$ cat src/rtl/flrs_pkg.sv
package flrs_pkg;

    localparam int LOAD_COUNT_DEF     = 5;
    localparam int SAMPLE_RATE_DEF    = 16000;

    localparam int COUNT_W            = 16;
    localparam int SW_W               = 5;
    localparam int FREQ_W             = 22;
    localparam int ROC_W              = 24;
    localparam int FTH_W              = 7;
    localparam int RTH_W              = 10;
    localparam int HOLD_W             = 16;
    localparam int Q8_SHIFT           = 8;

    localparam int CFG_IDX_W          = 2;
    localparam int CFG_DATA_W         = 16;

    localparam int S_DATA_W           = 24;
    localparam int M_DATA_W           = 64;

    localparam int QUEUE_DEPTH        = 4;

    localparam logic [CFG_IDX_W-1:0] CFG_FREQ_THR = 2'd0;
    localparam logic [CFG_IDX_W-1:0] CFG_ROC_THR  = 2'd1;
    localparam logic [CFG_IDX_W-1:0] CFG_HOLD     = 2'd2;

    localparam logic [FTH_W-1:0]  FTH_RESET  = 7'd49;
    localparam logic [RTH_W-1:0]  RTH_RESET  = 10'd20;
    localparam logic [HOLD_W-1:0] HOLD_RESET = 16'd500;

    localparam logic [FREQ_W-1:0] FREQ_MAX        = 22'h3FFFFF;
    localparam logic [FREQ_W-1:0] PREV_FREQ_RESET = 22'd12800;
    localparam logic [ROC_W-1:0]  ROC_MAX_POS     = 24'h7FFFFF;
    localparam logic [ROC_W-1:0]  ROC_MIN_NEG     = 24'h800000;

    typedef struct packed {
        logic               is_tick;
        logic [COUNT_W-1:0] count;
        logic [SW_W-1:0]    switches;
        logic               maint;
    } item_t;

    typedef enum logic [2:0] {
        ST_IDLE,
        ST_FDIV,
        ST_MUL,
        ST_RSTART,
        ST_RDIV,
        ST_APPLY
    } state_t;

endpackage

$ cat src/rtl/flrs_front.sv
module flrs_front (
    input  logic                          clk,
    input  logic                          rst_n,
    input  logic                          s_tvalid,
    output logic                          s_tready,
    // [15:0] period_count, [20:16] switches, [21] maintenance
    input  logic [flrs_pkg::S_DATA_W-1:0] s_tdata,
    // [0] opcode
    input  logic                          s_tuser,
    output logic                          push,
    output flrs_pkg::item_t               push_item,
    input  logic                          q_full
);
    import flrs_pkg::*;

    logic  hold_valid_reg;
    item_t hold_item_reg;
    item_t in_item;
    logic  take;

    always_comb
    begin
        in_item.is_tick  = s_tuser;
        in_item.count    = (s_tdata[COUNT_W-1:0] == '0) ? COUNT_W'(1) : s_tdata[COUNT_W-1:0];
        in_item.switches = s_tdata[COUNT_W+SW_W-1:COUNT_W];
        in_item.maint    = s_tdata[COUNT_W+SW_W];
    end

    assign push      = hold_valid_reg && !q_full;
    assign s_tready  = !hold_valid_reg || !q_full;
    assign take      = s_tvalid && s_tready;
    assign push_item = hold_item_reg;

    always_ff @(posedge clk or negedge rst_n)
    begin
        if (!rst_n)
        begin
            hold_valid_reg <= 1'b0;
        end
        else if (take)
        begin
            hold_valid_reg <= 1'b1;
        end
        else if (push)
        begin
            hold_valid_reg <= 1'b0;
        end
    end

    always_ff @(posedge clk)
    begin
        if (take)
        begin
            hold_item_reg <= in_item;
        end
    end

endmodule

$ cat src/rtl/flrs_fifo.sv
module flrs_fifo (
    input  logic            clk,
    input  logic            rst_n,
    input  logic            push,
    input  flrs_pkg::item_t push_item,
    output logic            q_full,
    input  logic            pop,
    output logic            q_valid,
    output flrs_pkg::item_t q_item
);
    import flrs_pkg::*;

    localparam int PTR_W = $clog2(QUEUE_DEPTH);
    localparam int CNT_W = $clog2(QUEUE_DEPTH + 1);

    item_t            entries_reg [QUEUE_DEPTH];
    logic [PTR_W-1:0] wr_ptr_reg;
    logic [PTR_W-1:0] rd_ptr_reg;
    logic [CNT_W-1:0] count_reg;
    logic             do_push;
    logic             do_pop;

    assign q_full  = (count_reg == CNT_W'(QUEUE_DEPTH));
    assign q_valid = (count_reg != '0);
    assign q_item  = entries_reg[rd_ptr_reg];
    assign do_push = push && !q_full;
    assign do_pop  = pop && q_valid;

    always_ff @(posedge clk or negedge rst_n)
    begin
        if (!rst_n)
        begin
            wr_ptr_reg <= '0;
            rd_ptr_reg <= '0;
            count_reg  <= '0;
        end
        else
        begin
            if (do_push)
            begin
                wr_ptr_reg <= (wr_ptr_reg == PTR_W'(QUEUE_DEPTH - 1)) ? '0 : wr_ptr_reg + 1'b1;
            end
            if (do_pop)
            begin
                rd_ptr_reg <= (rd_ptr_reg == PTR_W'(QUEUE_DEPTH - 1)) ? '0 : rd_ptr_reg + 1'b1;
            end
            if (do_push && !do_pop)
            begin
                count_reg <= count_reg + 1'b1;
            end
            else if (do_pop && !do_push)
            begin
                count_reg <= count_reg - 1'b1;
            end
        end
    end

    always_ff @(posedge clk)
    begin
        if (do_push)
        begin
            entries_reg[wr_ptr_reg] <= push_item;
        end
    end

endmodule

$ cat src/rtl/flrs_div.sv
module flrs_div #(
    parameter int DIVIDEND_W = 36
) (
    input  logic                         clk,
    input  logic                         rst_n,
    input  logic                         start,
    input  logic [DIVIDEND_W-1:0]        dividend,
    input  logic [flrs_pkg::COUNT_W-1:0] divisor,
    output logic                         done,
    output logic [DIVIDEND_W-1:0]        quotient
);
    import flrs_pkg::*;

    // radix-4 restoring: two quotient bits per cycle
    localparam int STEPS = (DIVIDEND_W + 1) / 2;
    localparam int PW    = 2 * STEPS;
    localparam int CNT_W = $clog2(STEPS + 1);

    logic [COUNT_W:0]   rem_reg;
    logic [PW-1:0]      quo_reg;
    logic [COUNT_W-1:0] divisor_reg;
    logic [CNT_W-1:0]   cnt_reg;
    logic               busy_reg;
    logic               done_reg;
    logic [COUNT_W:0]   rem_step;
    logic [PW-1:0]      quo_step;

    always_comb
    begin
        logic [COUNT_W:0] r;
        logic [COUNT_W:0] rs;
        logic [PW-1:0]    qv;
        logic             qbit;
        r  = rem_reg;
        qv = quo_reg;
        for (int k = 0; k < 2; k++)
        begin
            rs = {r[COUNT_W-1:0], qv[PW-1]};
            if (rs >= {1'b0, divisor_reg})
            begin
                r    = rs - {1'b0, divisor_reg};
                qbit = 1'b1;
            end
            else
            begin
                r    = rs;
                qbit = 1'b0;
            end
            qv = {qv[PW-2:0], qbit};
        end
        rem_step = r;
        quo_step = qv;
    end

    assign done     = done_reg;
    assign quotient = quo_reg[DIVIDEND_W-1:0];

    always_ff @(posedge clk or negedge rst_n)
    begin
        if (!rst_n)
        begin
            busy_reg <= 1'b0;
            cnt_reg  <= '0;
            done_reg <= 1'b0;
        end
        else
        begin
            done_reg <= busy_reg && (cnt_reg == CNT_W'(1));
            if (start)
            begin
                busy_reg <= 1'b1;
                cnt_reg  <= CNT_W'(STEPS);
            end
            else if (busy_reg)
            begin
                cnt_reg <= cnt_reg - 1'b1;
                if (cnt_reg == CNT_W'(1))
                begin
                    busy_reg <= 1'b0;
                end
            end
        end
    end

    always_ff @(posedge clk)
    begin
        if (start)
        begin
            quo_reg     <= PW'(dividend);
            rem_reg     <= '0;
            divisor_reg <= divisor;
        end
        else if (busy_reg)
        begin
            quo_reg <= quo_step;
            rem_reg <= rem_step;
        end
    end

endmodule

$ cat src/rtl/flrs_back.sv
module flrs_back #(
    parameter int LOAD_COUNT     = flrs_pkg::LOAD_COUNT_DEF,
    parameter int SAMPLE_RATE_HZ = flrs_pkg::SAMPLE_RATE_DEF
) (
    input  logic                            clk,
    input  logic                            rst_n,
    input  logic                            cfg_we,
    input  logic [flrs_pkg::CFG_IDX_W-1:0]  cfg_index,
    input  logic [flrs_pkg::CFG_DATA_W-1:0] cfg_data,
    input  logic                            q_valid,
    input  flrs_pkg::item_t                 q_item,
    output logic                            q_pop,
    output logic                            m_tvalid,
    input  logic                            m_tready,
    output logic [flrs_pkg::M_DATA_W-1:0]   m_tdata
);
    import flrs_pkg::*;

    localparam int SR_W  = $clog2(SAMPLE_RATE_HZ + 1);
    localparam int MAG_W = FREQ_W + SR_W;
    localparam int EXT_W = (LOAD_COUNT > SW_W) ? LOAD_COUNT : SW_W;
    localparam logic [MAG_W-1:0] FNUM = MAG_W'(SAMPLE_RATE_HZ * 256);
    localparam logic [MAG_W-1:0] SR_K = MAG_W'(SAMPLE_RATE_HZ);

    state_t state_reg, state_next;

    logic [FTH_W-1:0]      fth_reg;
    logic [RTH_W-1:0]      rth_reg;
    logic [HOLD_W-1:0]     hold_reg;

    item_t                 item_reg;
    logic [FREQ_W-1:0]     freq_reg;
    logic [MAG_W-1:0]      prod_reg;
    logic                  neg_reg;
    logic [ROC_W-1:0]      roc_reg;

    logic [FREQ_W-1:0]     prev_freq_reg, prev_freq_next;
    logic [ROC_W-1:0]      last_roc_reg, last_roc_next;
    logic                  stable_reg, stable_next;
    logic [LOAD_COUNT-1:0] cur_reg, cur_next;
    logic [LOAD_COUNT-1:0] shed_reg, shed_next;
    logic [LOAD_COUNT-1:0] unshed_reg, unshed_next;
    logic                  managing_reg, managing_next;
    logic                  trun_reg, trun_next;
    logic                  tdone_reg, tdone_next;
    logic [HOLD_W-1:0]     tleft_reg, tleft_next;

    logic                  out_valid_reg;
    logic [M_DATA_W-1:0]   out_data_reg;
    logic [M_DATA_W-1:0]   out_data_next;
    logic                  slot_free;

    logic                  div_start;
    logic [MAG_W-1:0]      div_dividend;
    logic [COUNT_W-1:0]    div_divisor;
    logic                  div_done;
    logic [MAG_W-1:0]      div_quot;

    logic                  load_freq;
    logic                  load_prod;
    logic                  load_roc;
    logic                  commit;

    logic [FREQ_W-1:0]     freq_sat;
    logic [ROC_W-1:0]      roc_sat;
    logic signed [FREQ_W:0] diff;
    logic [FREQ_W:0]       diff_abs;

    flrs_div #(
        .DIVIDEND_W (MAG_W)
    ) u_div (
        .clk      (clk),
        .rst_n    (rst_n),
        .start    (div_start),
        .dividend (div_dividend),
        .divisor  (div_divisor),
        .done     (div_done),
        .quotient (div_quot)
    );

    assign slot_free = !out_valid_reg || m_tready;
    assign m_tvalid  = out_valid_reg;
    assign m_tdata   = out_data_reg;

    // saturation of the divider result; difference of new and previous frequency
    always_comb
    begin
        freq_sat = (div_quot > MAG_W'(FREQ_MAX)) ? FREQ_MAX : div_quot[FREQ_W-1:0];
        if (!neg_reg)
        begin
            roc_sat = (div_quot > MAG_W'(ROC_MAX_POS)) ? ROC_MAX_POS : div_quot[ROC_W-1:0];
        end
        else
        begin
            roc_sat = (div_quot > MAG_W'(ROC_MIN_NEG)) ? ROC_MIN_NEG
                                                       : (~div_quot[ROC_W-1:0] + 1'b1);
        end
        diff     = $signed({1'b0, freq_reg}) - $signed({1'b0, prev_freq_reg});
        diff_abs = diff[FREQ_W] ? (~diff + 1'b1) : diff;
    end

    // sequencer
    always_comb
    begin
        state_next   = state_reg;
        q_pop        = 1'b0;
        div_start    = 1'b0;
        div_dividend = FNUM;
        div_divisor  = q_item.count;
        load_freq    = 1'b0;
        load_prod    = 1'b0;
        load_roc     = 1'b0;
        commit       = 1'b0;
        case (state_reg)
            ST_IDLE:
            begin
                if (q_valid)
                begin
                    q_pop = 1'b1;
                    if (q_item.is_tick)
                    begin
                        state_next = ST_APPLY;
                    end
                    else
                    begin
                        div_start  = 1'b1;
                        state_next = ST_FDIV;
                    end
                end
            end
            ST_FDIV:
            begin
                if (div_done)
                begin
                    load_freq  = 1'b1;
                    state_next = ST_MUL;
                end
            end
            ST_MUL:
            begin
                load_prod  = 1'b1;
                state_next = ST_RSTART;
            end
            ST_RSTART:
            begin
                div_start    = 1'b1;
                div_dividend = prod_reg;
                div_divisor  = item_reg.count;
                state_next   = ST_RDIV;
            end
            ST_RDIV:
            begin
                if (div_done)
                begin
                    load_roc   = 1'b1;
                    state_next = ST_APPLY;
                end
            end
            ST_APPLY:
            begin
                if (slot_free)
                begin
                    commit     = 1'b1;
                    state_next = ST_IDLE;
                end
            end
            default:
            begin
                state_next = ST_IDLE;
            end
        endcase
    end

    // relay decisions for the item in hand
    always_comb
    begin
        logic [EXT_W-1:0]      sw_ext;
        logic [LOAD_COUNT-1:0] sw;
        logic [LOAD_COUNT-1:0] cand;
        logic [LOAD_COUNT-1:0] rev;
        logic [LOAD_COUNT-1:0] pick;
        logic [LOAD_COUNT-1:0] pick_r;
        logic [ROC_W-1:0]      roc_abs;
        logic [EXT_W-1:0]      shed_ext;
        logic [EXT_W-1:0]      pow_ext;

        sw_ext = EXT_W'(item_reg.switches);
        sw     = sw_ext[LOAD_COUNT-1:0];

        prev_freq_next = prev_freq_reg;
        last_roc_next  = last_roc_reg;
        stable_next    = stable_reg;
        cur_next       = cur_reg;
        shed_next      = shed_reg;
        unshed_next    = unshed_reg;
        managing_next  = managing_reg;
        trun_next      = trun_reg;
        tdone_next     = tdone_reg;
        tleft_next     = tleft_reg;

        roc_abs = roc_reg[ROC_W-1] ? (~roc_reg + 1'b1) : roc_reg;
        cand    = '0;
        rev     = '0;
        pick    = '0;
        pick_r  = '0;

        if (item_reg.is_tick)
        begin
            if (trun_reg)
            begin
                if (tleft_reg <= HOLD_W'(1))
                begin
                    tleft_next = '0;
                    trun_next  = 1'b0;
                    tdone_next = 1'b1;
                end
                else
                begin
                    tleft_next = tleft_reg - 1'b1;
                end
            end
        end
        else
        begin
            prev_freq_next = freq_reg;
            last_roc_next  = roc_reg;
            stable_next    = !((freq_reg < FREQ_W'({fth_reg, 8'b0})) ||
                               (roc_abs > ROC_W'({rth_reg, 8'b0})));
            if (managing_reg)
            begin
                cur_next    = cur_reg & sw;
                shed_next   = shed_reg & sw;
                unshed_next = unshed_reg & sw;
            end
            else
            begin
                cur_next    = sw;
                unshed_next = sw;
            end

            if ((cur_next != '0) && !item_reg.maint)
            begin
                if (!trun_reg && !stable_next && (unshed_next != '0))
                begin
                    tdone_next    = 1'b0;
                    trun_next     = 1'b1;
                    tleft_next    = hold_reg;
                    cand          = cur_next & ~shed_next;
                    pick          = cand & (~cand + LOAD_COUNT'(1));
                    shed_next     = shed_next | pick;
                    unshed_next   = unshed_next & ~pick;
                    managing_next = 1'b1;
                end
                else if (!trun_reg && tdone_reg && stable_next && (shed_next != '0))
                begin
                    tdone_next = 1'b0;
                    trun_next  = 1'b1;
                    tleft_next = hold_reg;
                    cand       = cur_next & shed_next;
                    for (int i = 0; i < LOAD_COUNT; i++)
                    begin
                        rev[i] = cand[LOAD_COUNT-1-i];
                    end
                    pick_r = rev & (~rev + LOAD_COUNT'(1));
                    for (int i = 0; i < LOAD_COUNT; i++)
                    begin
                        pick[i] = pick_r[LOAD_COUNT-1-i];
                    end
                    shed_next   = shed_next & ~pick;
                    unshed_next = unshed_next | pick;
                    if (shed_next == '0)
                    begin
                        managing_next = 1'b0;
                    end
                end
            end
            else
            begin
                tdone_next    = 1'b0;
                managing_next = 1'b0;
                shed_next     = '0;
                unshed_next   = '0;
            end
        end

        shed_ext      = EXT_W'(shed_next);
        pow_ext       = EXT_W'(shed_next ^ cur_next);
        out_data_next = M_DATA_W'({last_roc_next, prev_freq_next, pow_ext[SW_W-1:0],
                                   shed_ext[SW_W-1:0], stable_next});
    end

    always_ff @(posedge clk or negedge rst_n)
    begin
        if (!rst_n)
        begin
            state_reg     <= ST_IDLE;
            fth_reg       <= FTH_RESET;
            rth_reg       <= RTH_RESET;
            hold_reg      <= HOLD_RESET;
            prev_freq_reg <= PREV_FREQ_RESET;
            last_roc_reg  <= '0;
            stable_reg    <= 1'b1;
            cur_reg       <= '0;
            shed_reg      <= '0;
            unshed_reg    <= '0;
            managing_reg  <= 1'b0;
            trun_reg      <= 1'b0;
            tdone_reg     <= 1'b0;
            tleft_reg     <= '0;
            out_valid_reg <= 1'b0;
        end
        else
        begin
            state_reg <= state_next;
            if (cfg_we)
            begin
                case (cfg_index)
                    CFG_FREQ_THR: fth_reg  <= cfg_data[FTH_W-1:0];
                    CFG_ROC_THR:  rth_reg  <= cfg_data[RTH_W-1:0];
                    CFG_HOLD:     hold_reg <= cfg_data[HOLD_W-1:0];
                    default:      ;
                endcase
            end
            if (commit)
            begin
                prev_freq_reg <= prev_freq_next;
                last_roc_reg  <= last_roc_next;
                stable_reg    <= stable_next;
                cur_reg       <= cur_next;
                shed_reg      <= shed_next;
                unshed_reg    <= unshed_next;
                managing_reg  <= managing_next;
                trun_reg      <= trun_next;
                tdone_reg     <= tdone_next;
                tleft_reg     <= tleft_next;
                out_valid_reg <= 1'b1;
            end
            else if (m_tready)
            begin
                out_valid_reg <= 1'b0;
            end
        end
    end

    always_ff @(posedge clk)
    begin
        if (q_pop)
        begin
            item_reg <= q_item;
        end
        if (load_freq)
        begin
            freq_reg <= freq_sat;
        end
        if (load_prod)
        begin
            prod_reg <= MAG_W'(diff_abs[FREQ_W-1:0]) * SR_K;
            neg_reg  <= diff[FREQ_W];
        end
        if (load_roc)
        begin
            roc_reg <= roc_sat;
        end
        if (commit)
        begin
            out_data_reg <= out_data_next;
        end
    end

endmodule

$ cat src/rtl/frequency_relay_load_shedder.sv
// Operation: a tick goes from the queue straight to the apply state; a sample takes two
//   passes through the shared radix-4 divider, W = 22 + bits of SAMPLE_RATE_HZ wide (W = 36 at
//   16 kHz), for frequency and then rate of change. The back end takes no new item until the
//   current one is committed; the front stage and queue buffer arrivals meanwhile.
// Reset: asynchronous, active low; empties the queue, restores the register
//   defaults, 50 Hz previous frequency, stable, no loads shed, timer idle.
module frequency_relay_load_shedder #(
    parameter int LOAD_COUNT     = flrs_pkg::LOAD_COUNT_DEF,
    parameter int SAMPLE_RATE_HZ = flrs_pkg::SAMPLE_RATE_DEF
) (
    input  logic                            clk,
    input  logic                            rst_n,
    input  logic                            cfg_we,
    input  logic [flrs_pkg::CFG_IDX_W-1:0]  cfg_index,
    input  logic [flrs_pkg::CFG_DATA_W-1:0] cfg_data,
    input  logic                            s_tvalid,
    output logic                            s_tready,
    // [15:0] period_count, [20:16] switches, [21] maintenance
    input  logic [flrs_pkg::S_DATA_W-1:0]   s_tdata,
    // [0] opcode
    input  logic                            s_tuser,
    output logic                            m_tvalid,
    input  logic                            m_tready,
    // [0] stable, [5:1] shed_loads, [10:6] powered_loads,
    // [32:11] frequency_q8, [56:33] roc_q8
    output logic [flrs_pkg::M_DATA_W-1:0]   m_tdata
);
    import flrs_pkg::*;

    logic  push;
    item_t push_item;
    logic  q_full;
    logic  q_pop;
    logic  q_valid;
    item_t q_item;

    flrs_front u_front (
        .clk       (clk),
        .rst_n     (rst_n),
        .s_tvalid  (s_tvalid),
        .s_tready  (s_tready),
        .s_tdata   (s_tdata),
        .s_tuser   (s_tuser),
        .push      (push),
        .push_item (push_item),
        .q_full    (q_full)
    );

    flrs_fifo u_fifo (
        .clk       (clk),
        .rst_n     (rst_n),
        .push      (push),
        .push_item (push_item),
        .q_full    (q_full),
        .pop       (q_pop),
        .q_valid   (q_valid),
        .q_item    (q_item)
    );

    flrs_back #(
        .LOAD_COUNT     (LOAD_COUNT),
        .SAMPLE_RATE_HZ (SAMPLE_RATE_HZ)
    ) u_back (
        .clk       (clk),
        .rst_n     (rst_n),
        .cfg_we    (cfg_we),
        .cfg_index (cfg_index),
        .cfg_data  (cfg_data),
        .q_valid   (q_valid),
        .q_item    (q_item),
        .q_pop     (q_pop),
        .m_tvalid  (m_tvalid),
        .m_tready  (m_tready),
        .m_tdata   (m_tdata)
    );

endmodule
$ cat config.mk
export PLATFORM = sky130hd
export DESIGN_NAME = frequency_relay_load_shedder
export DESIGN_NICKNAME = d
export VERILOG_FILES = /design/src/rtl/flrs_pkg.sv /design/src/rtl/flrs_front.sv /design/src/rtl/flrs_fifo.sv /design/src/rtl/flrs_div.sv /design/src/rtl/flrs_back.sv /design/src/rtl/frequency_relay_load_shedder.sv
export SDC_FILE = /design/constraint.sdc
export NUM_CORES = 1
export LEC_CHECK = 0
export BUFFER_PORTS_ARGS = -buffer_cell sky130_fd_sc_hd__buf_2
export CORE_UTILIZATION = 66
export CTS_BUF_LIST = sky130_fd_sc_hd__clkbuf_4 sky130_fd_sc_hd__clkbuf_8 sky130_fd_sc_hd__clkbuf_16
export DETAILED_ROUTE_END_ITERATION = 12
export GPL_ROUTABILITY_DRIVEN = 0
export HOLD_SLACK_MARGIN = 0.08
export MAX_ROUTING_LAYER = met4
export PLACE_DENSITY = 0.84
export REMOVE_ABC_BUFFERS = 1
export SLEW_MARGIN = 20
export SYNTH_ARGS = -nofsm -noshare
export SYNTH_HDL_FRONTEND = slang
export SYNTH_HIERARCHICAL = 1
export SYNTH_SLANG_ARGS = --single-unit
export TNS_END_PERCENT = 100
$ cat constraint.sdc
create_clock -name clk -period 11.65 [get_ports clk]
set_input_delay 2.33 -clock clk [delete_from_list [all_inputs] [get_ports clk]]
set_output_delay 2.33 -clock clk [all_outputs]
set_load 0.03 [all_outputs]
==> impl_metrics.toml <==
[logic_synthesis]
ys_seq_elements = 472
yosys.cell_types.count = 112
yosys.area_share.simple_pct = 12.6
synth-edff-count = 323
synthMuxAreaShare_pct = 7.42
synth-main-ff-cell = "edfxtp_1"
syn_area_um2 = 28100
ys_async_sr_fraction_pct = 28.2
yosysWarnings = 6
seq_area_frac_synth_pct = 47.5
synthXorXnorAreaFrac_pct = 3.58
synth_compound_area_share_pct = 11.9
synthCells = 2531
synth_top_family_by_area = "simple AND/OR/NAND/NOR gates"
syn_area_per_cell_um2 = 11.1
synth_fa_ha_area_share_pct = 12.0

[worst_setup_path]
cp_data_arrival_time_ns = 8.70
crit_slowest_cell = "fa_1"
cp-start-kind = "flop"
cp_slowest_stage_delay_ns = 0.65
critPathRequiredTime_ns = 11.99
worstSetupPathType = "reg -> reg"
ff2ff_path_depth = 26
critPathCaptureType = "flop"
path_max_fanout = 14

[detailed_routing]
num_vias = 19900
wl_per_cell_um = 19.7
antenna_left = 0
wl_um = 62800
drc = 0
drtPass1Iterations = 6
vias_per_cell = 6.24
drt_iter0_drc = 1949

[timing]
finalHoldViolCount = 0
finalCritPeriodShare_pct = 71.7
setup_viol = 0
tns_ns = 0
slew-limit-headroom_pct = 26.5
slew_violations = 0
rsz0062_at_grt = "false"
fin_skew_ns = 0.0426
fin_crit_ns = 8.35
worst_pin_slew_ns = 1.10
fmaxAchievable_mhz = 120

[clock_tree]
postCtsHoldBufs = 0
cts_setup_buffers = 0
cts_made_buffers = 48
clockRootBuffer = "clkbuf_16"
clk_latency_ns = 0.62
clk_pin_slew_worst_paths_ns = 0.06
cts_tree = "built"
cts.sinks = 472
htree_levels = 2
ctsResizeCount = 0
clk_path_buf_depth = 3

[min_path]
whs_path_depth = 2
hold_class = "reg -> reg"

[job]
drv_cap = 0

[placed_design]
io_buffers = 104
dp_hpwl_um = 44600

[floorplanning]
die_w_um = 208
fp-row-count = 75
die_area_um2 = 43500
initial_utilization_pct = 67.1
die_height_um = 208
core_area_um2 = 41900
ioPinCount = 114

[global_routing]
antenna_found_initial = 1
grtUsageTotal_pct = 30.3
grt-ovfl-total = 0
grt_pass1_vias = 19800
grt_pass1_wl_um = 102000
grt_max_degree = 80

[finish]
largest_reg_flops = 92
drive_gt1_share_pct = 15.8
area_delta_synth_final_pct = 9.17
fin_nets = 2873
final_util_pct = 73.2
fillerInstances = 2690
n_antenna_cell = 0

[outcome]
status = "finished, final reports clean"
logic make-up after synthesis:
family,Yosys count
multiplexers,161
adder cells (fa/ha/maj),224
AO/OA/AOI/OAI,487
buffers and inverters,340
AND/OR/NAND/NOR,733
XOR/XNOR,113
flip-flops,472
other,1
cell usage after synthesis (all sizes together) (20+ instances only):
cell    number  area share (%)
ha         145             6.4
clkbuf      84             1.1
inv        228             3.0
buf         28            0.71
nand2      288             3.9
or3         45             1.0
xor2        26            0.81
xnor2       87             2.8
nor3        35            0.62
nand3       41            0.75
nor2       135             1.8
edfxtp     323              34
mux2       124             5.0
and2        38            0.86
fa          78             5.6
nand2b      38            0.85
nor4        24            0.53
o21ai      154             2.8
o21a        20            0.53
a21o        27            0.72
dfrtp      118              10
a21oi       87             1.6
a211oi      29            0.88
mux4        23             1.9
o311ai      31             1.0
worst paths after layout:
kind,slack (ns),start,to
min reg2reg,0.47,u_back/u_div/rem_reg[4],u_back/u_div/rem_reg[4]
max in group asynchronous,8.53,rst_n,u_back/u_div/cnt_reg[3]
max reg2reg,3.30,u_back/freq_reg[0],u_back/prod_reg[32]
min,0.47,u_back/u_div/rem_reg[4],u_back/u_div/rem_reg[4]
min in group asynchronous,1.74,rst_n,u_back/fth_reg[2]
max,3.30,u_back/freq_reg[0],u_back/prod_reg[32]
cell usage in the layout, fill, tap and decap left out, drive strengths merged, types with 16 or more instances in the layout:
cell / synthesis / final
buf: 28 / 120
nand3: 41 / 41
mux2: 124 / 124
and3: 16 / 16
edfxtp: 323 / 323
fa: 78 / 78
o31ai: 18 / 18
clkinv: 0 / 20
nand2b: 38 / 38
dfrtp: 118 / 118
o21a: 20 / 20
xor2: 26 / 26
dfxtp: 16 / 16
inv: 228 / 229
mux4: 23 / 23
nor4: 24 / 24
o21ai: 154 / 154
nand2: 288 / 288
clkbuf: 84 / 66
a211oi: 29 / 29
nor2: 135 / 135
ha: 145 / 145
a21oi: 87 / 87
a21o: 27 / 27
xnor2: 87 / 87
o311ai: 31 / 31
and2: 38 / 38
or3: 45 / 45
nor3: 35 / 35
per-layer routing:
| layer | GRT usage (%) | up-vias | routed length, um |
|---|---|---|---|
| met3 | 4.14 | 163 | 4220 |
| met5 | - | - | 0 |
| met4 | 10.4 | 0 | 2100 |
| li1 | - | 9216 | - |
| met2 | 50.7 | 815 | 31500 |
| met1 | 38.1 | 9665 | 25000 |
final cells by class:
type	count	area (um^2)	share of cell area [%]
clock inverters	24	280	0.913
repair buffers	120	647	2.11
well taps	539	674	2.20
clock buffers	66	1400	4.57
multi-input cells	1732	13500	43.9
flip-flops and latches	472	13400	43.5
inverters	228	858	2.79
worst max-delay path, delay by kind of cell (launching register included):
family / cells / cell delay [ns]
AO/OA/AOI/OAI: 12 / 3.75
AND/OR/NAND/NOR: 2 / 0.29
buffers and inverters: 5 / 0.69
flip-flops: 1 / 0.36
adder cells (fa/ha/maj): 7 / 3.01
stage by stage:
| step | hold WS (ns) | worst slack (ns) | instances | instance area (um^2) |
|---|---|---|---|---|
| floorplan | 0.437 | 4.26 | 2432 | 27700 |
| global placement | 0.451 | 3.56 | 3091 | 29000 |
| detailed placement | 0.454 | 3.40 | 3091 | 29000 |
| CTS | 0.464 | 3.38 | 3181 | 30700 |
| global route | 0.492 | 2.67 | 3181 | 30700 |
| finish | 0.468 | 3.30 | 3181 | 30700 |
Power is left out: the tool's default activity adds up to more than one toggle a clock period on the data nets, which glitch-free logic cannot reach.
